`config.mk`:
```
export PLATFORM = sky130hd
export DESIGN_NAME = dns_a_record_response_parser
export DESIGN_NICKNAME = d
export VERILOG_FILES = /design/src/hw/rtl/dnsp_pkg.sv /design/src/hw/rtl/dnsp_parser.sv /design/src/hw/rtl/dnsp_out_buf.sv /design/src/hw/rtl/dns_a_record_response_parser.sv
export SDC_FILE = /design/constraint.sdc
export NUM_CORES = 1
export LEC_CHECK = 0
export ABC_AREA = 1
export ABC_CLOCK_PERIOD_IN_PS = 5210
export BUFFER_PORTS_ARGS = -buffer_cell sky130_fd_sc_hd__buf_2
export CAP_MARGIN = 20
export CORE_ASPECT_RATIO = 1.25
export CORE_MARGIN = 10
export CORE_UTILIZATION = 60
export DETAILED_ROUTE_END_ITERATION = 10
export GPL_TIMING_DRIVEN = 0
export PLACE_DENSITY = 0.8
export SYNTH_ARGS = -nofsm -noshare
export SYNTH_HDL_FRONTEND = slang
export SYNTH_HIERARCHICAL = 1
export SYNTH_SLANG_ARGS = --single-unit
```
`constraint.sdc`:
```
create_clock -name clk -period 5.21 [get_ports clk]
set_clock_uncertainty 0.1 [all_clocks]
set_input_delay 1.042 -clock clk [delete_from_list [all_inputs] [get_ports clk]]
set_output_delay 1.042 -clock clk [all_outputs]
set_load 0.05 [all_outputs]
```
`src/hw/rtl/dnsp_pkg.sv`:
```
package dnsp_pkg;

  localparam int CfgIndexWidth = 2;
  localparam int CfgDataWidth  = 16;

  localparam logic [15:0] ServerPortReset = 16'd53;
  localparam logic [4:0]  HeaderLastIdx   = 5'd11;
  localparam logic [4:0]  AncountHiIdx    = 5'd6;
  localparam logic [4:0]  AncountLoIdx    = 5'd7;
  localparam logic [4:0]  TailOffMax      = 5'd31;
  localparam logic [4:0]  RdlenHiOff      = 5'd15;
  localparam logic [4:0]  RdlenLoOff      = 5'd16;
  localparam logic [4:0]  AddrFirstOff    = 5'd17;
  localparam logic [4:0]  AddrLastOff     = 5'd20;
  localparam logic [7:0]  PtrMask         = 8'hC0;
  localparam logic [15:0] ARecordLength   = 16'd4;

  typedef enum logic [1:0] {
    REG_EXPECTED_TID  = 2'd0,
    REG_SERVER_PORT   = 2'd1,
    REG_LISTEN_ENABLE = 2'd2
  } cfg_idx_t;

  typedef enum logic [1:0] {
    STAT_RESOLVED   = 2'd0,
    STAT_NO_ANSWER  = 2'd1,
    STAT_BAD_ANSWER = 2'd2,
    STAT_BAD_LENGTH = 2'd3
  } status_t;

  typedef enum logic [1:0] {
    PH_HEADER = 2'd0,
    PH_NAME   = 2'd1,
    PH_TAIL   = 2'd2
  } phase_t;

  typedef struct packed {
    logic [7:0]  data_byte;
    logic        last_byte;
    logic [15:0] source_port;
  } in_word_t;

  typedef struct packed {
    logic [1:0]  status;
    logic [31:0] resolved_address;
  } out_word_t;

  typedef struct packed {
    logic [15:0] expected_tid;
    logic [15:0] server_port;
    logic        listen_enable;
  } cfg_t;

endpackage

```
`src/hw/rtl/dnsp_parser.sv`:
```
module dnsp_parser
  import dnsp_pkg::*;
(
  input  logic      clk,
  input  logic      rst,
  input  cfg_t      cfg,
  input  logic      in_fire,
  input  in_word_t  in_word,
  output logic      res_valid,
  output out_word_t res_word
);

  phase_t      phase, phase_next;
  logic [4:0]  offset, offset_next;
  logic [7:0]  skip_count, skip_count_next;
  logic        accepted, accepted_next;
  logic        answer_present, answer_present_next;
  logic [15:0] header_tid, header_tid_next;
  logic [15:0] record_length, record_length_next;
  logic [31:0] address_shift, address_shift_next;

  logic        first_byte;
  logic [7:0]  b;
  logic [4:0]  tail_off;
  logic        emit;
  status_t     status;

  assign b          = in_word.data_byte;
  assign first_byte = (phase == PH_HEADER) && (offset == '0);
  assign tail_off   = (offset < TailOffMax) ? offset + 5'd1 : TailOffMax;

  // Phase sequencing over the datagram.
  always_comb begin
    phase_next = phase;
    case (phase)
      PH_HEADER: begin
        if (offset >= HeaderLastIdx) phase_next = PH_NAME;
      end
      PH_NAME: begin
        if (skip_count == '0 && b == '0) phase_next = PH_TAIL;
      end
      PH_TAIL: phase_next = PH_TAIL;
      default: phase_next = PH_HEADER;
    endcase
  end

  // Field capture for the byte at hand.
  always_comb begin
    offset_next         = offset;
    skip_count_next     = first_byte ? '0 : skip_count;
    accepted_next       = first_byte ? (in_word.source_port == cfg.server_port) : accepted;
    answer_present_next = first_byte ? 1'b0 : answer_present;
    header_tid_next     = first_byte ? '0 : header_tid;
    record_length_next  = first_byte ? '0 : record_length;
    address_shift_next  = first_byte ? '0 : address_shift;
    case (phase)
      PH_HEADER: begin
        if (offset == 5'd0) header_tid_next = {b, 8'h00};
        else if (offset == 5'd1) header_tid_next = {header_tid_next[15:8], b};
        else if ((offset == AncountHiIdx || offset == AncountLoIdx) && b != '0)
          answer_present_next = 1'b1;
        offset_next = (offset >= HeaderLastIdx) ? '0 : offset + 5'd1;
      end
      PH_NAME: begin
        if (skip_count != '0) skip_count_next = skip_count - 8'd1;
        else if (b == '0) offset_next = '0;
        else if ((b & PtrMask) == PtrMask) skip_count_next = 8'd1;
        else skip_count_next = b;
      end
      PH_TAIL: begin
        offset_next = tail_off;
        if (tail_off == RdlenHiOff) record_length_next = {b, 8'h00};
        else if (tail_off == RdlenLoOff) record_length_next = {record_length[15:8], b};
        else if (tail_off >= AddrFirstOff && tail_off <= AddrLastOff)
          address_shift_next = {address_shift[23:0], b};
      end
      default: offset_next = '0;
    endcase
  end

  // Verdict on the final byte, from the values after this byte.
  always_comb begin
    emit = accepted_next && cfg.listen_enable && (phase_next != PH_HEADER) &&
           (header_tid_next == cfg.expected_tid);
    if (!answer_present_next) status = STAT_NO_ANSWER;
    else if (phase_next == PH_NAME || offset_next < RdlenLoOff) status = STAT_BAD_ANSWER;
    else if (record_length_next != ARecordLength || offset_next < AddrLastOff)
      status = STAT_BAD_LENGTH;
    else status = STAT_RESOLVED;
    res_valid = in_fire && in_word.last_byte && emit;
    res_word.status = status;
    res_word.resolved_address = (status == STAT_RESOLVED) ? address_shift_next : '0;
  end

  always_ff @(posedge clk) begin
    if (rst) begin
      phase          <= PH_HEADER;
      offset         <= '0;
      skip_count     <= '0;
      accepted       <= 1'b0;
      answer_present <= 1'b0;
      header_tid     <= '0;
      record_length  <= '0;
      address_shift  <= '0;
    end else if (in_fire) begin
      answer_present <= answer_present_next;
      header_tid     <= header_tid_next;
      record_length  <= record_length_next;
      address_shift  <= address_shift_next;
      if (in_word.last_byte) begin
        phase      <= PH_HEADER;
        offset     <= '0;
        skip_count <= '0;
        accepted   <= 1'b0;
      end else begin
        phase      <= phase_next;
        offset     <= offset_next;
        skip_count <= skip_count_next;
        accepted   <= accepted_next;
      end
    end
  end

endmodule

```
`src/hw/rtl/dnsp_out_buf.sv`:
```
module dnsp_out_buf
  import dnsp_pkg::*;
(
  input  logic      clk,
  input  logic      rst,
  input  logic      push,
  input  out_word_t push_word,
  output logic      can_push,
  output logic      out_valid,
  input  logic      out_ready,
  output out_word_t out_word
);

  logic      skid_valid;
  out_word_t skid_word;
  logic      pop;
  logic      load_out;

  assign pop      = out_valid && out_ready;
  assign load_out = pop || !out_valid;
  assign can_push = !skid_valid;

  always_ff @(posedge clk) begin
    if (rst) begin
      out_valid  <= 1'b0;
      skid_valid <= 1'b0;
    end else if (load_out) begin
      if (skid_valid) begin
        out_valid  <= 1'b1;
        skid_valid <= push;
      end else begin
        out_valid <= push;
      end
    end else if (push) begin
      skid_valid <= 1'b1;
    end
  end

  always_ff @(posedge clk) begin
    if (load_out) begin
      if (skid_valid) begin
        out_word <= skid_word;
        if (push) skid_word <= push_word;
      end else if (push) begin
        out_word <= push_word;
      end
    end else if (push) begin
      skid_word <= push_word;
    end
  end

endmodule

```
`src/hw/rtl/dns_a_record_response_parser.sv`:
```
// Takes one payload byte per cycle unless both output words are held (in_ready low).
// A datagram's result word is registered into the output stage with its final byte.
// A two-word output stage lets bytes keep flowing while one result waits to be taken.
// Synchronous reset returns the parser to the start of a datagram, empties the output
// stage and sets expected_tid to 0, server_port to 53 and listen_enable to 0.
module dns_a_record_response_parser
  import dnsp_pkg::*;
(
  input  logic                     clk,
  input  logic                     rst,
  input  logic                     in_valid,
  output logic                     in_ready,
  input  in_word_t                 in_word,
  output logic                     out_valid,
  input  logic                     out_ready,
  output out_word_t                out_word,
  input  logic                     cfg_we,
  input  logic [CfgIndexWidth-1:0] cfg_index,
  input  logic [CfgDataWidth-1:0]  cfg_data
);

  cfg_t      cfg;
  logic      in_fire;
  logic      res_valid;
  out_word_t res_word;
  logic      can_push;

  assign in_ready = can_push;
  assign in_fire  = in_valid && in_ready;

  always_ff @(posedge clk) begin
    if (rst) begin
      cfg.expected_tid  <= '0;
      cfg.server_port   <= ServerPortReset;
      cfg.listen_enable <= 1'b0;
    end else if (cfg_we) begin
      case (cfg_idx_t'(cfg_index))
        REG_EXPECTED_TID:  cfg.expected_tid  <= cfg_data;
        REG_SERVER_PORT:   cfg.server_port   <= cfg_data;
        REG_LISTEN_ENABLE: cfg.listen_enable <= cfg_data[0];
        default: ;
      endcase
    end
  end

  dnsp_parser u_parser (
    .clk       (clk),
    .rst       (rst),
    .cfg       (cfg),
    .in_fire   (in_fire),
    .in_word   (in_word),
    .res_valid (res_valid),
    .res_word  (res_word)
  );

  dnsp_out_buf u_out_buf (
    .clk       (clk),
    .rst       (rst),
    .push      (res_valid),
    .push_word (res_word),
    .can_push  (can_push),
    .out_valid (out_valid),
    .out_ready (out_ready),
    .out_word  (out_word)
  );

endmodule
```
-- After elaboration in Yosys (flattened, before gate mapping)
Index checks and enable logic that the tools add are counted.
- add/subtract/negate cells: 2
- $lt $le $gt $ge: 6
- equal/unequal tests: 15
- mux-type cells: 49
- reduce and logical (&&, ||, !) cells: 32
- operators by type and width (kind ; count):
    $mux 32 ; 6
    $mux 34 ; 5
    $mux 16 ; 7
    $mux 8 ; 7
    $eq 16x16->1 ; 2
    $mux 5 ; 5
    $logic_not 8->1 ; 2
    $ne 16x3->1 const B ; 1
    $reduce_bool 8->1 ; 2
    $lt 5x5->1 const B ; 3
    $pmux 5 s3 ; 1
    $mux 2 ; 6
    $logic_and 1x1->1 ; 11
    $mux 1 ; 11
    $eq 5x3->1 const B ; 2
    $reduce_and 2->1 ; 4
    $sub 8x1->8 const B ; 1
    $eq 2x1->1 const B ; 3
    $eq 2x2->1 const B ; 3
    $logic_not 2->1 ; 3
    $pmux 2 s3 ; 1
    $reduce_bool 2->1 ; 3
    $add 5x1->5 const B ; 1
    $eq 5x1->1 const B ; 1
    9 further kinds ; 13
- flip-flop bits (word level): 184
- word-level logic and storage cells: 121

-- Depth between registers and ports, before layout
- depth in word-level cells: 16
- mapped depth: 20
- mapped depth without buffers: 19

-- Hierarchy
Netlist, hierarchy kept.
- by module, submodules not included (module ; instances ; cells an instance ; area an instance (µm²) ; seq. area each (µm²)):
    dnsp_parser ; 1 ; 905 ; 5616.6 ; 1621.6
    dnsp_out_buf ; 1 ; 192 ; 2588.7 ; 2082.0
    dns_a_record_response_parser ; 1 ; 211 ; 1465.2 ; 660.6

-- Worst setup path before layout
OpenSTA, ideal clock, no wires.
- path kind: register -> register
- start point: register u_parser.offset[0]
- end point: register, netlist name u_out_buf/out_word[0]
- library setup time: 437 ps
- arrival: 3932 ps
- required time: 4673 ps
- setup slack: 741 ps
- cell stages (with the launch flop): 17
- buffers on the path: 2
- period minus slack after synthesis: 4469 ps
- cells stage by stage: dfxtp_1 -> inv_1 -> ha_1 -> inv_1 -> nor2_1 -> nand2_1 -> buf_4 -> buf_2 -> o21ai_0 -> xor2_1 -> nor3_1 -> nand3_1 -> nor2_1 -> nand2_1 -> nor2_1 -> inv_1 -> a21oi_1
- word-level cells in the longest chain between the ends: 11
- elaborated cells on any way between the ends: 19
- RTL lines (item ; line ; text):
    start, declared ; dnsp_parser.sv:14 ; logic [4:0] offset, offset_next;
    start signal, assigned ; dnsp_parser.sv:117 ; offset <= offset_next;
    $logic_not 5->1 ; dnsp_parser.sv:29, dnsp_parser.sv:58 ;
    $logic_and 1x1->1 ; dnsp_parser.sv:29 ; assign first_byte = (phase == PH_HEADER) && (offset == '0);
    $mux 16 ; dnsp_parser.sv:53 ; header_tid_next = first_byte ? '0 : header_tid;
    $mux 8 ; dnsp_parser.sv:59 ; else if (offset == 5'd1) header_tid_next = {header_tid_next[15:8], b};
    $mux 16 ; dnsp_parser.sv:58 ; if (offset == 5'd0) header_tid_next = {b, 8'h00};
    $mux 16 ; dnsp_parser.sv:56 ; case (phase)
    $eq 16x16->1 ; dnsp_parser.sv:84 ; (header_tid_next == cfg.expected_tid);
    $logic_and 1x1->1 * ; dnsp_parser.sv:83 ; emit = accepted_next && cfg.listen_enable && (phase_next != PH_HEADER) &&
    $logic_and 1x1->1 * ; dnsp_parser.sv:90 ; res_valid = in_fire && in_word.last_byte && emit;
    named net res_valid ; dns_a_record_response_parser.sv:24 ; logic res_valid;
    $reduce_bool 2->1 (no line) * ; -- ;
    $reduce_and 2->1 (no line) * ; -- ;
Mark *: on every way through the listed nets, which the timed path passes. The rest lies on a longest branch.
A chain may end at the register's enable or synchronous reset.

-- Worst setup path after layout
- start point: register u_parser.offset[0]
- end point: register, netlist name u_out_buf/out_word[21]
- word-level cells in the longest chain between the ends: 11
- elaborated cells on any way between the ends: 19
- RTL lines (item ; line):
    $logic_not 5->1 ; dnsp_parser.sv:29, dnsp_parser.sv:58
    $logic_and 1x1->1 ; dnsp_parser.sv:29
    $mux 16 ; dnsp_parser.sv:53
    $mux 8 ; dnsp_parser.sv:59
    $mux 16 ; dnsp_parser.sv:58
    $mux 16 ; dnsp_parser.sv:56
    $eq 16x16->1 ; dnsp_parser.sv:84
    $logic_and 1x1->1 * ; dnsp_parser.sv:83
    $logic_and 1x1->1 * ; dnsp_parser.sv:90
    named net res_valid ; dns_a_record_response_parser.sv:24
    $reduce_bool 2->1 (no line) * ; --
    $reduce_and 2->1 (no line) * ; --
Marked as above.

==> metrics <==
final setup fails 0; clk slew on worst S/H paths ~0.07 ns; area taken by multi-input logic gates 0.00416 mm^2; sequential-to-total area share from yosys stat 0.451; wire per inst 14.7 um; FF+latch area 0.00436 mm^2; vias in the first global route between 8,000 and 9,000; Die Height 162 um; YS warnings 6; share of cells above drive strength 1 0.152; Fin. Hold Viols 0; Cell variety after synth 41; main flop type after synthesis dfxtp_1; # hold bufs at CTS 0; number of fill cells roughly 1,300; cell taking the most area after synthesis dfxtp_1; Nets 1,464; fin crit share 0.856; initial antenna violation count 0; pwr dens 287 mW/mm^2; initial core utilization 0.616; CTS sink cnt roughly 180; DRC viols 0; CP Launch Type flop; DP HPWL 18,300 um; largest net degree at the start of global routing 35; CTS tree built; Hold Crit Class flop to flop; DP Area 0.0104 mm^2; site row count 51; crit path from u_parser/offset[0]; Total GRT Usage 0.221; post-route design area 0.0110 mm^2; initial DRC count 711; Worst Hold Launch u_parser/skip_count[6]; maximum VDD drop 0.000200 V; worst slew pin tran 0.960 ns; pins over their slew limit 0; WL final about 24,000 um; status completed; placed cells ~1,600; non-filler cells, final 1,635; first-pass GRT wire length between 30,000 and 40,000 um; Clk Latency, worst-skew pair roughly 0.44 ns; Vias/cell 5.36; unrepaired setup endpoints after global routing no; Max transition margin 0.358; R2R Path Start u_parser/offset[0]; Die Area 0.0216 mm^2; CTS root buf clkbuf_16; Area Overhead vs Synth 13.8%; Crit Path Class flop to flop; # IOs 84; Post-synth EDFFs 68; Netlist Area Pre-Place 0.00967 mm^2; Max Clk Rate ~0.22 GHz; Arr. time, crit path between 4 and 5 ns; most numerous cell in the Yosys netlist nand2_1; post-synth top area share 0.240; final antenna-violating net count 0; max_cap viols 0; gr ovfl total 0; area of the core 0.0157 mm^2; htree depth 4; Post-Syn Instances 1,308; CTS buffer count 17; antenna cell count 0; Post-CTS Setup Repair Bufs 0; Commonest cells post-synth nand2_1, inv_1, nor2_1; leakage power 0.00477 uW; Async SR Flop Fraction 0; syn_area_per_cell around 7.4 um^2; CTS resizes 0; Die W 134 um; clk buf depth 2; routability cong. roughly 0.94; PortBufs 82; critical path required time 5.17 ns; CP Max Fanout 34; TritonRoute pass-1 iters 9; Post-Syn Nets 1,362; via count 8,765; Period minus WS final 4.46 ns; critical path endpoint category flop; largest cells by area after synthesis dfxtp_1, edfxtp_1, nand2_1, inv_1, o21ai_0; Yosys reg bits 184
worst paths after layout:
kind,endpoint,slack (ns),cells past startpoint
max,u_out_buf/out_word[21],0.75,15
min,u_parser/skip_count[6],0.37,2
max reg2reg,u_out_buf/out_word[21],0.75,15
min reg2reg,u_parser/skip_count[6],0.37,2
metrics by stage:
step                      utilization  TNS, ns  setup WS [ns]  hold WS (ns)  total power (uW)
after floorplan                     -        0          0.741         0.340              1750
after global placement          0.659   -16.96         -0.500         0.354              1830
after detailed placement        0.662        0          0.804         0.356              1840
after CTS                       0.701        0          0.789         0.371              3180
after global routing            0.701        0          0.491         0.402              3280
final                           0.701        0          0.748         0.374              3160
placed cells by master (no fill, tap or decap), types with 3 or more instances in the layout:
| cell type | count |
|---|---|
| nor2_1 | 120 |
| or2_2 | 3 |
| edfxtp_1 | 68 |
| buf_4 | 11 |
| nand3_1 | 110 |
| inv_8 | 4 |
| clkbuf_16 | 17 |
| inv_1 | 194 |
| ha_1 | 6 |
| inv_6 | 4 |
| o211ai_1 | 18 |
| clkbuf_1 | 31 |
| nand3_2 | 5 |
| nand4_1 | 12 |
| nand2_2 | 13 |
| dfxtp_1 | 116 |
| nand2_1 | 290 |
| nor3_1 | 4 |
| xnor2_1 | 15 |
| buf_1 | 5 |
| buf_2 | 94 |
| nor2_2 | 35 |
| o21ai_0 | 117 |
| clkinv_4 | 3 |
| a21oi_1 | 74 |
| inv_2 | 3 |
| buf_6 | 12 |
| xor2_1 | 8 |
report_power, final:
group          switching (uW)  internal [uW]
sequential               25.3           1520
combinational             179           91.7
clock                     609            736
cell families (layout without fill, tap and decap cells):
kind of cell | after synthesis | count (layout) | share of synthesized area
buf+inv | 269 | 384 | 0.120
compound gates | 228 | 228 | 0.128
fa+ha+maj | 6 | 6 | 0.00776
flops | 184 | 184 | 0.451
simple gates | 598 | 598 | 0.273
xor+xnor | 23 | 23 | 0.0208
critical path, stage by stage (launching register included):
cell and delay [ns]:
dfxtp_1 0.51, inv_1 0.13, ha_1 0.22, inv_1 0.05, nor2_1 0.04, nand2_1 0.29
buf_2 0.28, buf_1 0.55, o211ai_1 0.29, nand2_1 0.11, nand3_1 0.08, nor2_1 0.10
nand2_1 0.07, nor2_1 0.31, inv_1 0.16, a21oi_4 0.79
routing by layer:
| metal | up-vias | GRT usage | part of all wire |
|---|---|---|---|
| met3 | 71 | 0.0451 | 0.069 |
| met1 | 3956 | 0.244 | 0.40 |
| met2 | 345 | 0.391 | 0.49 |
| met4 | 0 | 0.113 | 0.041 |
| met5 | - | 0 | 0 |
| li1 | 4393 | - | - |
registers in the layout (all words and copies together) (netlist names), 2 cells and up:
| name | flops |
|---|---|
| u_parser/header_tid | 16 |
| u_parser/skip_count | 8 |
| u_parser/phase | 2 |
| u_parser/address_shift | 32 |
| cfg | 33 |
| u_out_buf/out_word | 34 |
| u_out_buf/skid_word | 34 |
| u_parser/record_length | 16 |
| u_parser/offset | 5 |
layout make-up:
type,instances,area share
Multi-Input combinational cell,855,0.378
Sequential cell,184,0.396
Inverter,198,0.0675
Tap cell,212,0.0241
Timing Repair Buffer,83,0.0398
Clock buffer,17,0.0386
Buffer,71,0.0375
Clock inverter,15,0.0181
Power figures use the tool's default switching activity.
